--- config.mk ---
export PLATFORM = sky130hd
export DESIGN_NAME = binary_frame_receiver_flat
export DESIGN_NICKNAME = d
export VERILOG_FILES = /design/src/bfr_pkg.sv /design/src/bfr_in_if.sv /design/src/bfr_out_if.sv /design/src/bfr_cfg.sv /design/src/bfr_fsm.sv /design/src/bfr_out_buf.sv /design/src/binary_frame_receiver.sv /design/src/flat_wrapper.sv
export SDC_FILE = /design/constraint.sdc
export NUM_CORES = 1
export LEC_CHECK = 0
export BUFFER_PORTS_ARGS = -buffer_cell sky130_fd_sc_hd__buf_2
export CORE_UTILIZATION = 35
export DETAILED_ROUTE_END_ITERATION = 7
export PLACE_DENSITY_LB_ADDON = 0.3
export SETUP_SLACK_MARGIN = 0.2
export SLEW_MARGIN = 20
export SYNTH_ARGS = -nofsm -noshare
export SYNTH_HDL_FRONTEND = slang
export SYNTH_SLANG_ARGS = --single-unit
--- constraint.sdc ---
create_clock -name clk -period 2.94 [get_ports clk]
set_clock_uncertainty 0.05 [all_clocks]
set_input_delay 0.588 -clock clk [delete_from_list [all_inputs] [get_ports clk]]
set_output_delay 0.588 -clock clk [all_outputs]
set_load 0.005 [all_outputs]
--- src/bfr_pkg.sv ---
// Package for the binary frame receiver: phase and status codes, register
// addresses, reset values and the structs passed between the submodules.
// Depends on nothing; every other file of the block but the two interfaces imports it.
`default_nettype none

package bfr_pkg;

  // Start pair and checksum width.
  localparam logic [7:0] SYNC_FIRST  = 8'hA0;
  localparam logic [7:0] SYNC_SECOND = 8'hA2;
  localparam int unsigned SUM_W      = 15;

  // Input operation codes.
  localparam logic OP_BYTE    = 1'b0;
  localparam logic OP_TIMEOUT = 1'b1;

  // Result kinds.
  localparam logic KIND_BYTE   = 1'b0;
  localparam logic KIND_STATUS = 1'b1;

  // Configuration port layout: one 32-bit register every four bytes.
  localparam int unsigned CFG_ADDR_W  = 3;
  localparam int unsigned CFG_DATA_W  = 32;
  localparam logic [CFG_ADDR_W-1:0] ADDR_PATIENCE = 3'd0;
  localparam logic [CFG_ADDR_W-1:0] ADDR_MAX_LEN  = 3'd4;

  // Register reset values.
  localparam logic [15:0] PATIENCE_RESET = 16'd1024;
  localparam logic [15:0] MAX_LEN_RESET  = 16'd2044;

  // Receive phases.
  typedef enum logic [2:0] {
    PH_WAIT_A0 = 3'd0,
    PH_WAIT_A2 = 3'd1,
    PH_LEN_HI  = 3'd2,
    PH_LEN_LO  = 3'd3,
    PH_PAYLOAD = 3'd4,
    PH_CK_HI   = 3'd5,
    PH_CK_LO   = 3'd6
  } phase_t;

  // End-of-frame status codes.
  typedef enum logic [2:0] {
    ST_OK          = 3'd0,
    ST_CHECKSUM    = 3'd1,
    ST_TRUNCATED   = 3'd2,
    ST_BAD_LENGTH  = 3'd3,
    ST_LEN_MISSING = 3'd4,
    ST_NO_SYNC     = 3'd5
  } status_t;

  // Configuration values seen by the deframer.
  typedef struct packed {
    logic [15:0] patience_limit;
    logic [15:0] max_length;
  } cfg_t;

  // One result item together with its valid flag.
  typedef struct packed {
    logic        valid;
    logic        kind;
    logic [7:0]  payload_byte;
    status_t     status;
  } res_t;

endpackage

`default_nettype wire

--- src/bfr_in_if.sv ---
// Input channel of the frame receiver: one received byte or timeout per transfer.
// Stand-alone interface; no package needed.
`default_nettype none

interface bfr_in_if;
  logic       valid;
  logic       ready;
  logic       op;
  logic [7:0] rx_byte;

  modport source (output valid, output op, output rx_byte, input ready);
  modport sink   (input valid, input op, input rx_byte, output ready);
endinterface

`default_nettype wire

--- src/bfr_out_if.sv ---
// Result channel of the frame receiver: a payload byte or an end-of-frame status.
// Stand-alone interface; no package needed.
`default_nettype none

interface bfr_out_if;
  logic       valid;
  logic       ready;
  logic       kind;
  logic [7:0] payload_byte;
  logic [2:0] status;

  modport source (output valid, output kind, output payload_byte, output status,
                  input ready);
  modport sink   (input valid, input kind, input payload_byte, input status,
                  output ready);
endinterface

`default_nettype wire

--- src/bfr_cfg.sv ---
// APB-style register file of the frame receiver: patience limit and maximum length.
// Depends on bfr_pkg for addresses, reset values and the cfg_t struct.
`default_nettype none

module bfr_cfg
  import bfr_pkg::*;
(
  input  wire logic                  clk,
  input  wire logic                  rst_n,
  input  wire logic                  psel,
  input  wire logic                  penable,
  input  wire logic                  pwrite,
  input  wire logic [CFG_ADDR_W-1:0] paddr,
  input  wire logic [CFG_DATA_W-1:0] pwdata,
  output logic      [CFG_DATA_W-1:0] prdata,
  output cfg_t                       cfg
);

  logic [15:0] patience_r;
  logic [15:0] max_len_r;
  logic        wr_en;

  // A write completes in the access cycle; pready is tied high at the top.
  assign wr_en = psel && penable && pwrite;

  always_ff @(posedge clk) begin
    if (!rst_n) begin
      patience_r <= PATIENCE_RESET;
      max_len_r  <= MAX_LEN_RESET;
    end else if (wr_en) begin
      if (paddr == ADDR_PATIENCE) begin
        patience_r <= pwdata[15:0];
      end
      if (paddr == ADDR_MAX_LEN) begin
        max_len_r <= pwdata[15:0];
      end
    end
  end

  // Read back; unmapped addresses read as zero.
  always_comb begin
    prdata = '0;
    if (paddr == ADDR_PATIENCE) begin
      prdata = {{(CFG_DATA_W-16){1'b0}}, patience_r};
    end else if (paddr == ADDR_MAX_LEN) begin
      prdata = {{(CFG_DATA_W-16){1'b0}}, max_len_r};
    end
  end

  assign cfg.patience_limit = patience_r;
  assign cfg.max_length     = max_len_r;

endmodule

`default_nettype wire

--- src/bfr_fsm.sv ---
// Deframer state machine: sync hunt, length, payload with running sum, checksum.
// Depends on bfr_pkg for the phase and status enums and the cfg_t/res_t structs.
`default_nettype none

module bfr_fsm
  import bfr_pkg::*;
(
  input  wire logic       clk,
  input  wire logic       rst_n,
  input  wire logic       accept,
  input  wire logic       op,
  input  wire logic [7:0] rx_byte,
  input  wire cfg_t       cfg,
  output res_t            res,
  output phase_t          phase
);

  phase_t           phase_r,    phase_nxt;
  logic [15:0]      patience_r, patience_nxt;
  logic [15:0]      length_r,   length_nxt;
  logic [15:0]      count_r,    count_nxt;
  logic [SUM_W-1:0] sum_r,      sum_nxt;
  logic [7:0]       held_r,     held_nxt;

  logic        timeout;
  logic        exhausted;
  logic [15:0] rx_word;
  logic [15:0] count_inc;
  logic        end_frame;
  status_t     end_code;
  logic        emit_byte;
  logic        charge;
  logic        restart;

  assign timeout   = (op == OP_TIMEOUT);
  assign exhausted = (patience_r <= 16'd1);
  assign rx_word   = {held_r, rx_byte};
  assign count_inc = count_r + 16'd1;

  // Next phase and the decisions that drive the datapath and the result.
  always_comb begin
    phase_nxt = phase_r;
    end_frame = 1'b0;
    end_code  = ST_OK;
    emit_byte = 1'b0;
    charge    = 1'b0;
    restart   = 1'b0;
    if (accept) begin
      unique case (phase_r)
        PH_WAIT_A0: begin
          if (timeout) begin
            charge = 1'b1;
          end else if (rx_byte == SYNC_FIRST) begin
            phase_nxt = PH_WAIT_A2;
          end else if (rx_byte != SYNC_SECOND) begin
            charge = 1'b1;
          end
          if (charge && exhausted) begin
            end_frame = 1'b1;
            end_code  = ST_NO_SYNC;
          end
        end
        PH_WAIT_A2: begin
          if (timeout) begin
            charge = 1'b1;
          end else if (rx_byte == SYNC_SECOND) begin
            phase_nxt = PH_LEN_HI;
          end else if (rx_byte != SYNC_FIRST) begin
            phase_nxt = PH_WAIT_A0;
            charge    = 1'b1;
          end
          if (charge && exhausted) begin
            end_frame = 1'b1;
            end_code  = ST_NO_SYNC;
          end
        end
        PH_LEN_HI: begin
          if (timeout) begin
            end_frame = 1'b1;
            end_code  = ST_LEN_MISSING;
          end else begin
            phase_nxt = PH_LEN_LO;
          end
        end
        PH_LEN_LO: begin
          if (timeout) begin
            end_frame = 1'b1;
            end_code  = ST_LEN_MISSING;
          end else if (rx_word == 16'd0 || rx_word > cfg.max_length) begin
            end_frame = 1'b1;
            end_code  = ST_BAD_LENGTH;
          end else begin
            phase_nxt = PH_PAYLOAD;
          end
        end
        PH_PAYLOAD: begin
          if (timeout) begin
            end_frame = 1'b1;
            end_code  = ST_TRUNCATED;
          end else begin
            emit_byte = 1'b1;
            if (count_inc >= length_r) begin
              phase_nxt = PH_CK_HI;
            end
          end
        end
        PH_CK_HI: begin
          if (timeout) begin
            end_frame = 1'b1;
            end_code  = ST_TRUNCATED;
          end else begin
            phase_nxt = PH_CK_LO;
          end
        end
        PH_CK_LO: begin
          end_frame = 1'b1;
          if (timeout) begin
            end_code = ST_TRUNCATED;
          end else if (rx_word == {1'b0, sum_r}) begin
            end_code = ST_OK;
          end else begin
            end_code = ST_CHECKSUM;
          end
        end
        default: begin
          restart = 1'b1;
        end
      endcase
    end
    if (end_frame || restart) begin
      phase_nxt = PH_WAIT_A0;
    end
  end

  // Counters, sum and held byte; a new attempt reloads patience and clears the rest.
  always_comb begin
    patience_nxt = patience_r;
    length_nxt   = length_r;
    count_nxt    = count_r;
    sum_nxt      = sum_r;
    held_nxt     = held_r;
    if (end_frame || restart) begin
      patience_nxt = cfg.patience_limit;
      length_nxt   = '0;
      count_nxt    = '0;
      sum_nxt      = '0;
      held_nxt     = '0;
    end else if (accept) begin
      if (charge) begin
        patience_nxt = patience_r - 16'd1;
      end
      if (!timeout && (phase_r == PH_LEN_HI || phase_r == PH_CK_HI)) begin
        held_nxt = rx_byte;
      end
      if (phase_r == PH_LEN_LO) begin
        length_nxt = rx_word;
        count_nxt  = '0;
        sum_nxt    = '0;
      end
      if (emit_byte) begin
        count_nxt = count_inc;
        sum_nxt   = sum_r + {{(SUM_W-8){1'b0}}, rx_byte};
      end
    end
  end

  always_ff @(posedge clk) begin
    if (!rst_n) begin
      phase_r    <= PH_WAIT_A0;
      patience_r <= PATIENCE_RESET;
      length_r   <= '0;
      count_r    <= '0;
      sum_r      <= '0;
      held_r     <= '0;
    end else begin
      phase_r    <= phase_nxt;
      patience_r <= patience_nxt;
      length_r   <= length_nxt;
      count_r    <= count_nxt;
      sum_r      <= sum_nxt;
      held_r     <= held_nxt;
    end
  end

  // Result of this transfer, if any.
  always_comb begin
    res.valid        = end_frame || emit_byte;
    res.kind         = end_frame ? KIND_STATUS : KIND_BYTE;
    res.payload_byte = emit_byte ? rx_byte : 8'd0;
    res.status       = end_frame ? end_code : ST_OK;
  end

  assign phase = phase_r;

endmodule

`default_nettype wire

--- src/bfr_out_buf.sv ---
// Result register with one skid entry, so input ready never waits on output ready.
// Depends on bfr_pkg for the res_t struct.
`default_nettype none

module bfr_out_buf
  import bfr_pkg::*;
(
  input  wire logic clk,
  input  wire logic rst_n,
  input  wire res_t res,
  input  wire logic out_ready,
  output logic      out_valid,
  output res_t      out_data,
  output logic      in_ready
);

  logic out_valid_r, out_valid_nxt;
  logic skid_valid_r, skid_valid_nxt;
  res_t out_r;
  res_t skid_r;
  logic pop;
  logic load_out;
  logic load_skid;

  // A result only arrives while the skid entry is free, because ready is low otherwise.
  assign pop = out_valid_r && out_ready;

  always_comb begin
    out_valid_nxt  = out_valid_r;
    skid_valid_nxt = skid_valid_r;
    load_out       = 1'b0;
    load_skid      = 1'b0;
    if (skid_valid_r) begin
      if (pop) begin
        skid_valid_nxt = 1'b0;
      end
    end else if (res.valid) begin
      if (!out_valid_r || pop) begin
        load_out      = 1'b1;
        out_valid_nxt = 1'b1;
      end else begin
        load_skid      = 1'b1;
        skid_valid_nxt = 1'b1;
      end
    end else if (pop) begin
      out_valid_nxt = 1'b0;
    end
  end

  always_ff @(posedge clk) begin
    if (!rst_n) begin
      out_valid_r  <= 1'b0;
      skid_valid_r <= 1'b0;
    end else begin
      out_valid_r  <= out_valid_nxt;
      skid_valid_r <= skid_valid_nxt;
    end
  end

  // Payload registers; the skid entry moves forward when the output is taken.
  always_ff @(posedge clk) begin
    if (skid_valid_r && pop) begin
      out_r <= skid_r;
    end else if (load_out) begin
      out_r <= res;
    end
    if (load_skid) begin
      skid_r <= res;
    end
  end

  assign out_valid = out_valid_r;
  assign out_data  = out_r;
  assign in_ready  = !skid_valid_r;

endmodule

`default_nettype wire

--- src/binary_frame_receiver.sv ---
// Binary frame receiver. Takes one received byte or read timeout per input
// transfer, hunts for the start pair A0 A2, reads a big-endian 16-bit length,
// forwards each payload byte as a result while keeping a 15-bit running sum,
// and ends every frame attempt with one status result (ok, checksum mismatch,
// truncated, bad length, length missing, no sync). Each input transfer is
// handled in the cycle it is accepted, so a new byte can be taken every
// cycle; the result register plus one skid entry keep input ready high
// while one result waits behind a stalled output, and input ready drops only while
// both hold an untaken result. Registers: patience limit at 0x0, maximum
// length at 0x4; write them only while no frame is in progress.
`default_nettype none

module binary_frame_receiver
  import bfr_pkg::*;
(
  input  wire logic                  clk,
  input  wire logic                  rst_n,
  bfr_in_if.sink                     in_bus,
  bfr_out_if.source                  out_bus,
  input  wire logic                  psel,
  input  wire logic                  penable,
  input  wire logic                  pwrite,
  input  wire logic [CFG_ADDR_W-1:0] paddr,
  input  wire logic [CFG_DATA_W-1:0] pwdata,
  output logic      [CFG_DATA_W-1:0] prdata,
  output logic                       pready
);

  cfg_t   cfg;
  res_t   res;
  res_t   out_data;
  phase_t phase;
  logic   in_ready;
  logic   accept;

  assign pready = 1'b1;
  assign accept = in_bus.valid && in_ready;
  assign in_bus.ready = in_ready;

  // Configuration registers.
  bfr_cfg u_cfg (
    .clk     (clk),
    .rst_n   (rst_n),
    .psel    (psel),
    .penable (penable),
    .pwrite  (pwrite),
    .paddr   (paddr),
    .pwdata  (pwdata),
    .prdata  (prdata),
    .cfg     (cfg)
  );

  // Frame state machine.
  bfr_fsm u_fsm (
    .clk     (clk),
    .rst_n   (rst_n),
    .accept  (accept),
    .op      (in_bus.op),
    .rx_byte (in_bus.rx_byte),
    .cfg     (cfg),
    .res     (res),
    .phase   (phase)
  );

  // Result register and skid entry.
  bfr_out_buf u_out (
    .clk       (clk),
    .rst_n     (rst_n),
    .res       (res),
    .out_ready (out_bus.ready),
    .out_valid (out_bus.valid),
    .out_data  (out_data),
    .in_ready  (in_ready)
  );

  assign out_bus.kind         = out_data.kind;
  assign out_bus.payload_byte = out_data.payload_byte;
  assign out_bus.status       = out_data.status;

`ifndef NO_ASSERTIONS
  // Input is held off only while a result is waiting at the output.
  a_stall_has_result: assert property (@(posedge clk) disable iff (!rst_n)
    !in_bus.ready |-> out_bus.valid)
    else $error("input stalled with no result pending");

  // Payload results carry no status code.
  a_byte_status_ok: assert property (@(posedge clk) disable iff (!rst_n)
    (out_bus.valid && out_bus.kind == KIND_BYTE) |-> out_bus.status == ST_OK)
    else $error("payload byte result with nonzero status");

  // Status results carry a zero payload byte.
  a_status_byte_zero: assert property (@(posedge clk) disable iff (!rst_n)
    (out_bus.valid && out_bus.kind == KIND_STATUS) |-> out_bus.payload_byte == 8'd0)
    else $error("status result with nonzero payload byte");

  // The checksum low byte always ends the attempt.
  a_ck_lo_ends: assert property (@(posedge clk) disable iff (!rst_n)
    (accept && phase == PH_CK_LO) |=> phase == PH_WAIT_A0)
    else $error("frame did not end after checksum");
`endif

endmodule

`default_nettype wire

--- src/flat_wrapper.sv ---
// flat-port wrapper written by rule: the top's interface ports become plain ports
module binary_frame_receiver_flat import bfr_pkg::*;
  (clk, rst_n, psel, penable, pwrite, paddr, pwdata, prdata, pready, in_bus_valid, in_bus_op, in_bus_rx_byte, in_bus_ready, out_bus_valid, out_bus_kind, out_bus_payload_byte, out_bus_status, out_bus_ready);
  bfr_in_if in_bus_i ();
  bfr_out_if out_bus_i ();
  input  wire logic clk;
  input  wire logic rst_n;
  input  wire logic psel;
  input  wire logic penable;
  input  wire logic pwrite;
  input  wire logic [CFG_ADDR_W-1:0] paddr;
  input  wire logic [CFG_DATA_W-1:0] pwdata;
  output logic      [CFG_DATA_W-1:0] prdata;
  output logic pready;
  input wire logic [$bits(in_bus_i.valid)-1:0] in_bus_valid;
  input wire logic [$bits(in_bus_i.op)-1:0] in_bus_op;
  input wire logic [$bits(in_bus_i.rx_byte)-1:0] in_bus_rx_byte;
  output wire logic [$bits(in_bus_i.ready)-1:0] in_bus_ready;
  output wire logic [$bits(out_bus_i.valid)-1:0] out_bus_valid;
  output wire logic [$bits(out_bus_i.kind)-1:0] out_bus_kind;
  output wire logic [$bits(out_bus_i.payload_byte)-1:0] out_bus_payload_byte;
  output wire logic [$bits(out_bus_i.status)-1:0] out_bus_status;
  input wire logic [$bits(out_bus_i.ready)-1:0] out_bus_ready;
  assign in_bus_i.valid = in_bus_valid;
  assign in_bus_i.op = in_bus_op;
  assign in_bus_i.rx_byte = in_bus_rx_byte;
  assign in_bus_ready = in_bus_i.ready;
  assign out_bus_valid = out_bus_i.valid;
  assign out_bus_kind = out_bus_i.kind;
  assign out_bus_payload_byte = out_bus_i.payload_byte;
  assign out_bus_status = out_bus_i.status;
  assign out_bus_i.ready = out_bus_ready;
  binary_frame_receiver u_core (.clk(clk), .rst_n(rst_n), .in_bus(in_bus_i), .out_bus(out_bus_i), .psel(psel), .penable(penable), .pwrite(pwrite), .paddr(paddr), .pwdata(pwdata), .prdata(prdata), .pready(pready));
endmodule
==> impl_metrics.json <==
{
  "synth.top_cell.area_share": 0.293,
  "grt.total_usage": 0.181,
  "grt.overflow.total": 0,
  "seq_area_frac_synth": 0.391,
  "worstMarginPinSlew_ns": 0.985,
  "first_global_vias": 5976,
  "synth_area_leader_cell": "dfxtp_1",
  "synth_fa_ha_area_frac": 0.0757,
  "worst_setup_path_end_kind": "flip-flop",
  "stdcell_count": 1252,
  "synthMuxAreaShare": 0.0139,
  "setup_viol": 0,
  "dieHeight_microns": 147,
  "hpwlAfterDp_microns": 13700,
  "insertion_delay_ns": 0.42,
  "powerDensity_nw_per_um2": 495,
  "fin_crit_ns": 2.75,
  "synth_warnings": 0,
  "reg2reg_slack_ns": 0.19,
  "synth_xor_area_frac": 0.0476,
  "cts_tree": "built",
  "num_rows": 52,
  "htreeDepth": 4,
  "ir_drop_mv": 0.331,
  "core_area_sq_um": 20400,
  "ant_nets": 0,
  "pre_cts_ws_ns": -0.144,
  "crit_type": "reg -> reg",
  "drc": 0,
  "fin_crit_sh": 0.935,
  "antenna_found_initial": 0,
  "root_buffer": "clkbuf_16",
  "max_freq_ghz": 0.364,
  "ys.flop_type": "dfxtp_1",
  "final.fill_count": 2039,
  "cts_made_buffers": 17,
  "synth_top_family_by_area": "simple AND/OR/NAND/NOR gates",
  "post_drt_wl_per_cell_microns": 15.4,
  "layout.nets": 1064,
  "area_growth_pct": 23.6,
  "synthArstFlopShare": 0,
  "critical_path_required_ns": 3.18,
  "grt_max_degree": 32,
  "outcome": "finished clean",
  "clockBufferDepth": 2,
  "final_cell_area_sq_um": 9110,
  "slew_violations": 0,
  "whs_ns": 0.354,
  "dpl_cell_area_sq_um": 8280,
  "antenna_cells": 0,
  "fp.dieW_microns": 147,
  "syn_inst": 862,
  "avgViaCountPerCell": 5.14,
  "die_area_sq_um": 21600,
  "drive_gt1_frac": 0.201,
  "critPathLaunchType": "flip-flop",
  "critPathMaxFanout": 4,
  "syn_area_sq_um": 7370,
  "worst_slack_ns": 0.191,
  "ys_seq_elements": 132,
  "initial_utilization": 0.361,
  "avgSynthCellArea_sq_um": 8.55,
  "synth_cell_types": 71,
  "multi_input_area_sq_um": 4180,
  "synth_edf_count": 24,
  "clock-sinks": 132,
  "relSlewSlack": 0.339,
  "grt_pass1_wl_microns": 31000,
  "portBuffers": 64,
  "drtPass1Iterations": 5,
  "yosys.area_share.simple": 0.214,
  "placed_cells": 1213,
  "via_count": 6436,
  "place_congestion": 0.847,
  "rsz0062_at_grt": "true",
  "hp-class": "in -> reg",
  "path_clk_slew_ns": 0.06,
  "synth_area_leaders": "dfxtp_1 (29%), edfxtp_1 (9.8%), ha_1 (7.3%)",
  "regArea_sq_um": 2890,
  "pin_count": 98,
  "p_leak_nw": 3.85,
  "crit_arrival_ns": 2.99,
  "synth-compound-area-share": 0.192,
  "drt_iter0_markers": 499,
  "routed_wl_microns": 19300,
  "maxCapViolations": 0,
  "hold_viol_final": 0
}
[layout by cell type (no fill, tap or decap), types with 24 or more instances in the layout]
cell type and instances:
nand2_1 137, dfxtp_1 103, buf_2 64, nor2_1 61, buf_4 57, a21oi_1 47
inv_1 42, ha_1 42, o21ai_0 32, a21boi_0 24, edfxtp_1 24
[cell usage after synthesis, drive strengths merged (16+ instances only)]
cell,count
dfxtp,108
nor3,21
a21boi,25
inv,42
clkbuf,27
ha,43
a21oi,49
xor2,18
o21ai,35
a22o,16
xnor2,22
edfxtp,24
buf,30
nand2,138
a21o,18
nor2,63
nand3,23
[layer usage]
metal  global-route usage  vias to the layer above  routed length [microns]
met5                    0                        -                        0
met1                0.251                     3007                     9430
li1                     -                     3273                        -
met4               0.0598                        0                      427
met3               0.0348                       24                      711
met2                0.281                      132                     8750
[sequential cells by signal, summed over array words and instances (netlist names)]
| signal | count |
|---|---|
| u_core.u_fsm.length_r | 16 |
| u_core.u_out.skid_valid_r | 1 |
| u_core.u_fsm.phase | 3 |
| u_core.u_fsm.sum_r | 15 |
| u_core.u_cfg.patience_r | 16 |
| u_core.u_out.out_valid | 1 |
| u_core.u_out.skid_r | 12 |
| u_core.u_fsm.held_r | 8 |
| u_core.u_cfg.max_len_r | 16 |
| u_core.u_fsm.count_r | 16 |
| u_core.u_fsm.patience_r | 16 |
| u_core.u_out.out_data | 12 |
[critical path, cell delays in order, from the launching register on]
cell	delay, ns
dfxtp_2	0.35
and4_4	0.24
and3_4	0.18
and4_1	0.21
and4_4	0.27
nand3_4	0.08
xnor2_2	0.16
ha_1	0.33
a21oi_1	0.14
o211ai_1	0.14
nor3_1	0.19
nor2_1	0.07
a31oi_1	0.16
a311oi_1	0.06
[layout make-up]
class | count | area share
tap | 270 | 0.0371
multi-input combinational | 646 | 0.459
clock buffer | 19 | 0.0510
clock inverter | 13 | 0.0150
inverter | 42 | 0.0173
sequential | 132 | 0.317
timing repair buffer | 130 | 0.104
[worst paths after layout]
kind,from,to,cells after the start
worst max register to register,u_core.u_fsm.count_r[5],u_core.u_fsm.phase[0],13
worst max-delay path,u_core.u_fsm.count_r[5],u_core.u_fsm.phase[0],13
worst min register to register,u_core.u_fsm.length_r[6],u_core.u_fsm.length_r[6],2
worst min-delay path,pwdata[10],u_core.u_cfg.patience_r[10],3
[stage by stage]
step                      utilization  setup TNS (ns)  total power [mW]
after global placement          0.405           -1.43              2.38
after global routing            0.446               0              4.69
after detailed placement        0.405           -1.81              2.38
final                           0.446               0              4.51
after CTS                       0.437               0              4.53
after floorplan                     -               0              2.24
[kinds of logic after synthesis]
| family | after synthesis |
|---|---|
| buffers and inverters | 99 |
| other | 2 |
| DFF | 132 |
| adders and majority gates | 44 |
| AOI/OAI and AO/OA | 208 |
| xor gates and xnor gates | 40 |
| muxes | 10 |
| and+or+nand+nor | 327 |
[repair_timing]
item	4_1_cts	5_1_grt
pin swaps	2	8
hold buffers	0	0
setup endpoints to repair	24	68
buffers inserted	1	3
gates resized for setup	3	17
cloned	0	3
endpoints found under the hold margin	0	0
[power breakdown]
group	internal, mW	total, mW	switching (mW)
clock network	1.27	2.14	0.876
logic	0.199	0.448	0.248
registers	1.88	1.92	0.0370
total	3.34	4.51	1.16
Note: power is estimated with default switching activity, not from simulation.
